`config.mk`:
```
export PLATFORM = sky130hd
export DESIGN_NAME = accumulator_cpu_step
export DESIGN_NICKNAME = d
export VERILOG_FILES = /design/src/rtl/acpu_pkg.sv /design/src/rtl/acpu_alu.sv /design/src/rtl/acpu_mem.sv /design/src/rtl/accumulator_cpu_step.sv
export SDC_FILE = /design/constraint.sdc
export NUM_CORES = 2
export LEC_CHECK = 0
export BUFFER_PORTS_ARGS = -buffer_cell sky130_fd_sc_hd__buf_2
export CAP_MARGIN = 5
export CORE_MARGIN = 3
export CORE_UTILIZATION = 45
export CTS_CLUSTER_DIAMETER = 60
export CTS_CLUSTER_SIZE = 28
export DETAILED_ROUTE_END_ITERATION = 10
export PLACE_DENSITY_LB_ADDON = 0.08
export SETUP_SLACK_MARGIN = 0.15
export SLEW_MARGIN = 0
export SYNTH_ARGS = -nofsm -noshare
export SYNTH_HDL_FRONTEND = slang
export SYNTH_HIERARCHICAL = 1
export SYNTH_SLANG_ARGS = --single-unit
```
`constraint.sdc`:
```
create_clock -name clk -period 9.35 [get_ports clk]
set_input_delay 0.4675 -clock clk [delete_from_list [all_inputs] [get_ports clk]]
set_output_delay 0.4675 -clock clk [all_outputs]
set_load 0.05 [all_outputs]
```
`src/rtl/acpu_pkg.sv`:
```
// Shared types and codes for the accumulator CPU step block.
// No dependencies; used by every module in rtl/.
package acpu_pkg;

  localparam int unsigned DATA_W  = 8;
  localparam int unsigned ADDR_W  = 8;
  localparam int unsigned MEM_DEPTH = 1 << ADDR_W;
  localparam int unsigned STAT_W  = 3;
  localparam int unsigned OPER_W  = 2;

  localparam logic [DATA_W-1:0] BYTE_ONES = 8'hFF;
  localparam logic [DATA_W-1:0] BYTE_ONE  = 8'h01;
  localparam logic [DATA_W-1:0] SP_RESET  = 8'hFF;

  // item operations
  localparam logic [OPER_W-1:0] OPER_EXEC  = 2'd0;
  localparam logic [OPER_W-1:0] OPER_WRITE = 2'd1;
  localparam logic [OPER_W-1:0] OPER_SETPC = 2'd2;

  // status codes
  localparam logic [STAT_W-1:0] ST_RUNNING   = 3'd0;
  localparam logic [STAT_W-1:0] ST_HALTED    = 3'd1;
  localparam logic [STAT_W-1:0] ST_OVERFLOW  = 3'd2;
  localparam logic [STAT_W-1:0] ST_UNDERFLOW = 3'd3;
  localparam logic [STAT_W-1:0] ST_INVALID   = 3'd4;

  // opcodes
  localparam logic [DATA_W-1:0] OPC_NOP     = 8'd0;
  localparam logic [DATA_W-1:0] OPC_LDA_IMM = 8'd1;
  localparam logic [DATA_W-1:0] OPC_LDA_MEM = 8'd2;
  localparam logic [DATA_W-1:0] OPC_STA     = 8'd3;
  localparam logic [DATA_W-1:0] OPC_LDB_IMM = 8'd4;
  localparam logic [DATA_W-1:0] OPC_ADD     = 8'd5;
  localparam logic [DATA_W-1:0] OPC_SUB     = 8'd6;
  localparam logic [DATA_W-1:0] OPC_JMP     = 8'd7;
  localparam logic [DATA_W-1:0] OPC_JZ      = 8'd8;
  localparam logic [DATA_W-1:0] OPC_CALL    = 8'd9;
  localparam logic [DATA_W-1:0] OPC_RET     = 8'd10;
  localparam logic [DATA_W-1:0] OPC_HALT    = 8'd11;

  typedef struct packed {
    logic [DATA_W-1:0] a;
    logic [DATA_W-1:0] b;
    logic              cin;
  } alu_req_t;

  typedef struct packed {
    logic [DATA_W-1:0] sum;
    logic              cout;
    logic              zero;
    logic              neg;
  } alu_res_t;

  typedef struct packed {
    logic              we;
    logic [ADDR_W-1:0] addr;
    logic [DATA_W-1:0] wdata;
  } mem_req_t;

endpackage

```
`src/rtl/acpu_alu.sv`:
```
// Shared 8-bit adder with carry in/out and zero/negative detect.
// Depends on acpu_pkg.
module acpu_alu (
  input  acpu_pkg::alu_req_t req,
  output acpu_pkg::alu_res_t res
);

  logic [acpu_pkg::DATA_W:0] full;

  assign full = {1'b0, req.a} + {1'b0, req.b} + {{acpu_pkg::DATA_W{1'b0}}, req.cin};

  assign res.sum  = full[acpu_pkg::DATA_W-1:0];
  assign res.cout = full[acpu_pkg::DATA_W];
  assign res.zero = (full[acpu_pkg::DATA_W-1:0] == '0);
  assign res.neg  = full[acpu_pkg::DATA_W-1];

endmodule

```
`src/rtl/acpu_mem.sv`:
```
// Single-port 256x8 program/stack memory, registered read.
// Per-entry valid bits make unwritten entries read as zero after reset.
// Depends on acpu_pkg.
module acpu_mem (
  input  logic                          clk,
  input  logic                          rst_n,
  input  acpu_pkg::mem_req_t            req,
  output logic [acpu_pkg::DATA_W-1:0]   rdata
);

  logic [acpu_pkg::DATA_W-1:0]    mem [acpu_pkg::MEM_DEPTH];
  logic [acpu_pkg::MEM_DEPTH-1:0] valid_r;
  logic [acpu_pkg::DATA_W-1:0]    rdata_r;
  logic                           rvalid_r;

  always_ff @(posedge clk) begin
    if (req.we) begin
      mem[req.addr] <= req.wdata;
    end else begin
      rdata_r <= mem[req.addr];
    end
  end

  always_ff @(posedge clk) begin
    if (!rst_n) begin
      valid_r  <= '0;
      rvalid_r <= 1'b0;
    end else if (req.we) begin
      valid_r[req.addr] <= 1'b1;
    end else begin
      rvalid_r <= valid_r[req.addr];
    end
  end

  assign rdata = rvalid_r ? rdata_r : '0;

endmodule

```
`src/rtl/accumulator_cpu_step.sv`:
```
// Accumulator CPU step: one memory port and one shared adder under a sequencer.
// An exec step reads the opcode, then any operand, then the addressed byte for
// load-from-memory or the stack top for return, and ends in finish; a write, set-pc
// or halted step goes straight to finish. Memory reads are registered. No new item
// is accepted until the result loads; the load waits while the output is stalled.
// Synchronous active-low reset; memory reads as zero after reset with no clear pass.
module accumulator_cpu_step (
  input  logic                          clk,
  input  logic                          rst_n,
  input  logic                          in_valid,
  output logic                          in_stall,
  input  logic [acpu_pkg::OPER_W-1:0]   in_operation,
  input  logic [acpu_pkg::ADDR_W-1:0]   in_address,
  input  logic [acpu_pkg::DATA_W-1:0]   in_write_data,
  output logic                          out_valid,
  input  logic                          out_stall,
  output logic [acpu_pkg::STAT_W-1:0]   out_status,
  output logic [acpu_pkg::DATA_W-1:0]   out_prog_counter,
  output logic [acpu_pkg::DATA_W-1:0]   out_accumulator,
  output logic [acpu_pkg::DATA_W-1:0]   out_b_register,
  output logic [acpu_pkg::DATA_W-1:0]   out_stack_pointer,
  output logic                          out_zero_flag,
  output logic                          out_carry_flag,
  output logic                          out_negative_flag
);

  localparam logic [2:0] S_IDLE = 3'd0;
  localparam logic [2:0] S_OPC  = 3'd1;
  localparam logic [2:0] S_ARG  = 3'd2;
  localparam logic [2:0] S_LOAD = 3'd3;
  localparam logic [2:0] S_POP  = 3'd4;
  localparam logic [2:0] S_FIN  = 3'd5;

  logic [2:0] state_r, state_nxt;
  logic [acpu_pkg::DATA_W-1:0] pc_r, pc_nxt, acc_r, acc_nxt, b_r, b_nxt, sp_r, sp_nxt;
  logic [acpu_pkg::DATA_W-1:0] opc_r, opc_nxt;
  logic z_r, z_nxt, c_r, c_nxt, n_r, n_nxt, halted_r, halted_nxt;
  logic [acpu_pkg::STAT_W-1:0] status_r, status_nxt;
  logic out_valid_r, out_valid_nxt, load_out;

  logic [acpu_pkg::STAT_W-1:0] ostat_r;
  logic [acpu_pkg::DATA_W-1:0] opc_out_r, oacc_r, ob_r, osp_r;
  logic oz_r, oc_r, on_r;

  acpu_pkg::alu_req_t alu_req;
  acpu_pkg::alu_res_t alu_res;
  acpu_pkg::mem_req_t mem_req;
  logic [acpu_pkg::DATA_W-1:0] rdata;
  logic in_accept, needs_arg;

  acpu_alu u_alu (.req(alu_req), .res(alu_res));

  acpu_mem u_mem (.clk(clk), .rst_n(rst_n), .req(mem_req), .rdata(rdata));

  assign in_stall  = (state_r != S_IDLE);
  assign in_accept = in_valid && !in_stall;

  assign needs_arg = (rdata == acpu_pkg::OPC_LDA_IMM) || (rdata == acpu_pkg::OPC_LDA_MEM) ||
                     (rdata == acpu_pkg::OPC_STA) || (rdata == acpu_pkg::OPC_LDB_IMM) ||
                     (rdata == acpu_pkg::OPC_JMP) || (rdata == acpu_pkg::OPC_JZ) ||
                     (rdata == acpu_pkg::OPC_CALL);

  always_comb begin
    state_nxt  = state_r;
    pc_nxt     = pc_r;
    acc_nxt    = acc_r;
    b_nxt      = b_r;
    sp_nxt     = sp_r;
    opc_nxt    = opc_r;
    z_nxt      = z_r;
    c_nxt      = c_r;
    n_nxt      = n_r;
    halted_nxt = halted_r;
    status_nxt = status_r;
    load_out   = 1'b0;
    alu_req    = '{a: pc_r, b: acpu_pkg::BYTE_ONE, cin: 1'b0};
    mem_req    = '{we: 1'b0, addr: pc_r, wdata: acc_r};

    unique case (state_r)
      S_IDLE: begin
        if (in_accept) begin
          status_nxt = halted_r ? acpu_pkg::ST_HALTED : acpu_pkg::ST_RUNNING;
          state_nxt  = S_FIN;
          unique case (in_operation)
            acpu_pkg::OPER_EXEC: begin
              if (!halted_r) begin
                // opcode fetch
                pc_nxt    = alu_res.sum;
                state_nxt = S_OPC;
              end
            end
            acpu_pkg::OPER_WRITE: begin
              mem_req = '{we: 1'b1, addr: in_address, wdata: in_write_data};
            end
            acpu_pkg::OPER_SETPC: pc_nxt = in_address;
            default: ;
          endcase
        end
      end
      S_OPC: begin
        opc_nxt    = rdata;
        status_nxt = acpu_pkg::ST_RUNNING;
        state_nxt  = S_FIN;
        if (needs_arg) begin
          pc_nxt    = alu_res.sum;
          state_nxt = S_ARG;
        end else begin
          unique case (rdata)
            acpu_pkg::OPC_NOP: ;
            acpu_pkg::OPC_ADD, acpu_pkg::OPC_SUB: begin
              if (rdata == acpu_pkg::OPC_SUB) begin
                alu_req = '{a: acc_r, b: ~b_r, cin: 1'b1};
                // negating zero adds zero: no carry
                c_nxt   = alu_res.cout && (b_r != '0);
              end else begin
                alu_req = '{a: acc_r, b: b_r, cin: 1'b0};
                c_nxt   = alu_res.cout;
              end
              acc_nxt = alu_res.sum;
              z_nxt   = alu_res.zero;
              n_nxt   = alu_res.neg;
            end
            acpu_pkg::OPC_RET: begin
              if (sp_r == acpu_pkg::BYTE_ONES) begin
                status_nxt = acpu_pkg::ST_UNDERFLOW;
              end else begin
                alu_req      = '{a: sp_r, b: acpu_pkg::BYTE_ONE, cin: 1'b0};
                sp_nxt       = alu_res.sum;
                mem_req.addr = alu_res.sum;
                state_nxt    = S_POP;
              end
            end
            acpu_pkg::OPC_HALT: begin
              halted_nxt = 1'b1;
              status_nxt = acpu_pkg::ST_HALTED;
            end
            default: status_nxt = acpu_pkg::ST_INVALID;
          endcase
        end
      end
      S_ARG: begin
        state_nxt = S_FIN;
        unique case (opc_r)
          acpu_pkg::OPC_LDA_IMM: begin
            acc_nxt = rdata;
            z_nxt   = (rdata == '0);
            n_nxt   = rdata[acpu_pkg::DATA_W-1];
          end
          acpu_pkg::OPC_LDB_IMM: begin
            b_nxt = rdata;
            z_nxt = (rdata == '0);
            n_nxt = rdata[acpu_pkg::DATA_W-1];
          end
          acpu_pkg::OPC_LDA_MEM: begin
            mem_req.addr = rdata;
            state_nxt    = S_LOAD;
          end
          acpu_pkg::OPC_STA: mem_req = '{we: 1'b1, addr: rdata, wdata: acc_r};
          acpu_pkg::OPC_JMP: pc_nxt = rdata;
          acpu_pkg::OPC_JZ: begin
            if (z_r) pc_nxt = rdata;
          end
          acpu_pkg::OPC_CALL: begin
            if (sp_r == '0) begin
              status_nxt = acpu_pkg::ST_OVERFLOW;
            end else begin
              mem_req = '{we: 1'b1, addr: sp_r, wdata: pc_r};
              alu_req = '{a: sp_r, b: acpu_pkg::BYTE_ONES, cin: 1'b0};
              sp_nxt  = alu_res.sum;
              pc_nxt  = rdata;
            end
          end
          default: ;
        endcase
      end
      S_LOAD: begin
        acc_nxt   = rdata;
        z_nxt     = (rdata == '0);
        n_nxt     = rdata[acpu_pkg::DATA_W-1];
        state_nxt = S_FIN;
      end
      S_POP: begin
        pc_nxt    = rdata;
        state_nxt = S_FIN;
      end
      S_FIN: begin
        // wait for the output register to free up
        if (!out_valid_r || !out_stall) begin
          load_out  = 1'b1;
          state_nxt = S_IDLE;
        end
      end
      default: state_nxt = S_IDLE;
    endcase

    out_valid_nxt = (out_valid_r && out_stall) || load_out;
  end

  always_ff @(posedge clk) begin
    if (!rst_n) begin
      state_r     <= S_IDLE;
      pc_r        <= '0;
      acc_r       <= '0;
      b_r         <= '0;
      sp_r        <= acpu_pkg::SP_RESET;
      z_r         <= 1'b0;
      c_r         <= 1'b0;
      n_r         <= 1'b0;
      halted_r    <= 1'b0;
      out_valid_r <= 1'b0;
    end else begin
      state_r     <= state_nxt;
      pc_r        <= pc_nxt;
      acc_r       <= acc_nxt;
      b_r         <= b_nxt;
      sp_r        <= sp_nxt;
      z_r         <= z_nxt;
      c_r         <= c_nxt;
      n_r         <= n_nxt;
      halted_r    <= halted_nxt;
      out_valid_r <= out_valid_nxt;
    end
  end

  always_ff @(posedge clk) begin
    opc_r    <= opc_nxt;
    status_r <= status_nxt;
    if (load_out) begin
      ostat_r   <= status_r;
      opc_out_r <= pc_r;
      oacc_r    <= acc_r;
      ob_r      <= b_r;
      osp_r     <= sp_r;
      oz_r      <= z_r;
      oc_r      <= c_r;
      on_r      <= n_r;
    end
  end

  assign out_valid         = out_valid_r;
  assign out_status        = ostat_r;
  assign out_prog_counter  = opc_out_r;
  assign out_accumulator   = oacc_r;
  assign out_b_register    = ob_r;
  assign out_stack_pointer = osp_r;
  assign out_zero_flag     = oz_r;
  assign out_carry_flag    = oc_r;
  assign out_negative_flag = on_r;

  // halt is sticky until reset
  a_halt_sticky: assert property (@(posedge clk) disable iff (!rst_n)
    halted_r |=> halted_r) else $error("halted state cleared without reset");

  // a new result only comes out of the finish state
  a_out_from_fin: assert property (@(posedge clk) disable iff (!rst_n)
    (out_valid_nxt && !(out_valid_r && out_stall)) |-> (state_r == S_FIN))
    else $error("result loaded outside finish state");

  // memory writes only for a write transaction, store or call
  a_mem_we_src: assert property (@(posedge clk) disable iff (!rst_n)
    mem_req.we |-> ((state_r == S_ARG) ||
                    (in_accept && (in_operation == acpu_pkg::OPER_WRITE))))
    else $error("unexpected memory write");

  // stack pointer moves only on call or return
  a_sp_moves: assert property (@(posedge clk) disable iff (!rst_n)
    ($past(rst_n) && !$stable(sp_r)) |-> (($past(state_r) == S_OPC) ||
                                          ($past(state_r) == S_ARG)))
    else $error("stack pointer changed outside call/return");

endmodule

```
==> flow_metrics.py <==
metrics = {
    "outcome": {
        "outcome": "finished clean",
    },
    "routing": {
        "detail_route.drc_violations": 0,
        "detailedRoute.firstIterationViolations": 5532,
        "drtAntennaViolNets": 0,
        "postRouteWirelength_mm": 267,
        "iteration_count_of_the_initial_detailed_routing_pass": 8,
        "viasPerCell": 6.17,
        "post_drt_wl_per_cell_microns": 33.7,
        "vias": 48800,
    },
    "timing": {
        "worst_slew_pin_slew_ns": 1.36,
        "postLayoutSetupSlackWorst_ns": 0.510,
        "final_min_period_over_clock_period_pct": 94.5,
        "final.setup_skew_ns": 0.0402,
        "finalHoldViolations": 0,
        "max_slew_margin_pct": 9.40,
        "unrepaired_setup_endpoints_after_global_routing": "no",
        "post-route-min-period_ns": 8.84,
        "slew_viol_final": 0,
        "max_freq_mhz": 113,
        "finalSetupTns_ns": 0,
        "setup-violations-final": 0,
    },
    "global_routing": {
        "grt.total_usage_pct": 24.8,
        "grt.overflow.total": 0,
        "number_of_global_route_vias_before_repair": 48100,
        "grt_start_max_net_pins": 209,
        "wire_length_of_the_first_global_routing_pass_mm": 379,
        "antenna_violations_before_repair": 11,
    },
    "power": {
        "totalPowerFinal_uw": 26900,
        "static-leakage-power_uw": 0.0325,
        "vdd_ir_drop_max_mv": 0.201,
        "power_per_cell_area_mw_per_mm2": 256,
    },
    "yosys": {
        "postSynth.topFlopCell": "sky130_fd_sc_hd__edfxtp_1",
        "postSynthNetCount": 4825,
        "synthDistinctLibCells": 81,
        "yosys-top-cells-area": "sky130_fd_sc_hd__edfxtp_1, sky130_fd_sc_hd__mux4_2, sky130_fd_sc_hd__dfxtp_1",
        "yosys.area.top_type_share_pct": 67.2,
        "synth.ff_latch_count": 2402,
        "proportion_of_register_bits_with_asynchronous_set_or_reset_after_synthesis_pct": 0,
        "synth_edf_count": 2105,
        "yosysTopAreaCell": "sky130_fd_sc_hd__edfxtp_1",
        "synthesis.area_per_instance_sq_um": 19.6,
        "synth-seq-area-share_pct": 73.5,
        "ys.warnings.count": 6,
        "netlist_area_sq_mm": 0.0941,
        "post_synthesis_cell_count": 4794,
    },
    "floorplan": {
        "dieArea_sq_mm": 0.215,
        "initial_utilization_pct": 45.4,
        "num_rows": 167,
        "fp.dieW_microns": 463,
        "chip_height_microns": 463,
        "num_io_pins": 62,
        "design.core.area_sq_mm": 0.207,
    },
    "worst_setup_path": {
        "setup.reg_to_reg.worst_slack_ns": 0.51,
        "cp.buffers_inverters": 3,
        "timing.critical_path.arrival_ns": 9.48,
        "required_worst_endpoint_ns": 9.99,
        "critical_path.slowest_cell": "sky130_fd_sc_hd__nor2_1",
        "cp_cell_sequence": "and2_1, or4_1, or4_1, a311o_1, or4_1, inv_1, fa_1, inv_1, fa_1, a21o_2, a21oi_1, xor2_1, inv_1, a222oi_1, o21ai_4, or2_2, nor2_1, nand2_1, o21ai_0, a2111oi_0, nand4_1, or3_1",
        "worstSetupStartpointType": "flip-flop",
        "worstPathMaxFanout": 28,
        "cpLargestDelayFamily": "simple AND/OR/NAND/NOR gates",
        "critical_path_class": "reg2reg",
        "sort_of_element_at_the_end_of_the_critical_path": "flip-flop",
        "cpPeakStageDelay_ns": 0.94,
    },
    "clock_network": {
        "cts_made_buffers": 164,
        "cts.sinks": 2402,
        "path_clk_slew_ns": 0.09,
        "cts-htree-levels": 4,
        "postCtsResizedCells": 0,
        "max-clock-path-buffers": 3,
        "cts_root_buf": "sky130_fd_sc_hd__clkbuf_16",
        "clock_insertion_delay_worst_skew_ns": 0.84,
        "cts_tree": "built",
    },
    "cells_and_area": {
        "drive_above_1_share_pct": 26.2,
        "finish.utilization_pct": 50.6,
        "area.growth.synth_to_final_pct": 11.6,
        "final_nets": 5012,
    },
    "worst_hold_path": {
        "hold_class": "in2reg",
    },
    "placement": {
        "dp_worst_setup_slack_ns": 0.799,
        "dp.final_hpwl_mm": 170,
        "io_buffers": 61,
        "globalplace.congestion": 0.962,
    },
    "job": {
        "cap_viol_max_count": 0,
    },
}
[state kept, by name, summed over array words and instances, names as in the netlist, 3 cells and up]
| register | flops |
|---|---|
| status_r | 3 |
| opc_r | 8 |
| out_prog_counter | 8 |
| out_accumulator | 8 |
| state_r | 3 |
| acc_r | 8 |
| pc_r | 8 |
| u_mem/valid_r | 256 |
| out_status | 3 |
| out_stack_pointer | 8 |
| sp_r | 8 |
| out_b_register | 8 |
| u_mem/rdata_r | 8 |
| b_r | 8 |
| u_mem/mem | 2048 |
[Yosys cell counts, drive strengths merged, types with 6 or more instances]
cell type,n
clkbuf,157
o221ai,17
nor3,61
a21o,12
or4,9
nor4,19
o21a,259
a22oi,94
mux2,30
nand2,99
a22o,12
o2111ai,9
a222oi,15
o21ai,59
a31oi,14
inv,38
a21boi,17
mux2i,73
nor2,272
nand4,16
o311ai,9
edfxtp,2105
a211o,6
o211ai,8
or3,12
a2111oi,7
mux4,629
nor2b,18
nand3,46
a221oi,6
o22ai,20
dfxtp,297
ha,7
and2,10
nand2b,10
a32oi,8
buf,160
a21oi,66
o21bai,6
o32ai,8
xnor2,12
[what timing repair did]
item,CTS,global route
endpoints found under the hold margin,2,0
hold buffers,1,0
buffers inserted,0,0
[layout by cell type (no fill, tap or decap), types with 17 or more instances in the layout]
cell,synthesis,layout
sky130_fd_sc_hd__clkbuf_16,0,171
sky130_fd_sc_hd__o22ai_1,19,19
sky130_fd_sc_hd__buf_2,79,60
sky130_fd_sc_hd__inv_6,0,24
sky130_fd_sc_hd__nand3_1,46,38
sky130_fd_sc_hd__dfxtp_1,297,297
sky130_fd_sc_hd__a22oi_1,94,94
sky130_fd_sc_hd__mux2i_1,73,73
sky130_fd_sc_hd__clkinv_8,0,29
sky130_fd_sc_hd__nor2_1,272,270
sky130_fd_sc_hd__buf_12,0,28
sky130_fd_sc_hd__mux4_2,629,629
sky130_fd_sc_hd__a21boi_0,17,17
sky130_fd_sc_hd__nor3_1,61,61
sky130_fd_sc_hd__mux2_2,30,30
sky130_fd_sc_hd__o21ai_0,57,49
sky130_fd_sc_hd__nor2b_1,18,17
sky130_fd_sc_hd__buf_4,26,248
sky130_fd_sc_hd__o221ai_1,17,17
sky130_fd_sc_hd__inv_1,37,37
sky130_fd_sc_hd__o21a_1,259,259
sky130_fd_sc_hd__a21oi_1,66,64
sky130_fd_sc_hd__nand2_1,99,99
sky130_fd_sc_hd__edfxtp_1,2105,2105
[cell families after synthesis]
logic type	count (synthesis)	share of synthesized area, %
flops	2402	73.5
mux	732	16.2
compound gates	678	5.25
simple gates	602	2.96
buf+inv	355	1.83
xor+xnor	16	0.149
fa+ha+maj	9	0.136
[worst paths after layout]
kind | from | to | depth (start not counted)
max | u_mem/rvalid_r | u_mem/rdata_r[6] | 22
max reg2reg | u_mem/rvalid_r | u_mem/rdata_r[6] | 22
min reg2reg | status_r[0] | out_status[0] | 0
min | in_address[6] | pc_r[6] | 5
[metrics by stage]
step,cell area [sq um],cells,hold slack (ns)
floorplan,94100,4794,0.400
global placement,99000,7602,0.403
detailed placement,99000,7602,0.406
CTS,105000,7911,0.0715
global route,105000,7912,0.155
finish,105000,7912,0.143
[power by group]
group / total [uW] / internal [uW] / switching, uW
registers: 11800 / 11700 / 54.7
clock network: 7960 / 3820 / 4140
logic: 7130 / 2840 / 4280
[layer usage]
layer	GRT usage, %	wire length [microns]	up-vias
li1	-	-	20200
met1	35.7	112000	26400
met2	38.8	126000	1905
met3	4.71	20200	373
met4	7.24	8640	2
met5	0	13	-
[tightest hold or removal path, delay by kind of cell]
family | cells | cell delay, ns
and+or+nand+nor | 1 | 0.08
muxes | 1 | 0.06
AOI/OAI and AO/OA | 2 | 0.19
buffers and inverters | 1 | 0.14
[cell type report]
type | instances | area (sq um)
Sequential cell | 2402 | 69200
Tap cell | 2788 | 3490
Clock inverter | 129 | 1670
Inverter | 38 | 143
Timing Repair Buffer | 338 | 2750
Clock buffer | 179 | 4320
Antenna cell | 1 | 2.50
Multi-Input combinational cell | 2037 | 23500
Fill cell | 16700 | 102000
Note: power is estimated with default switching activity, not from simulation.
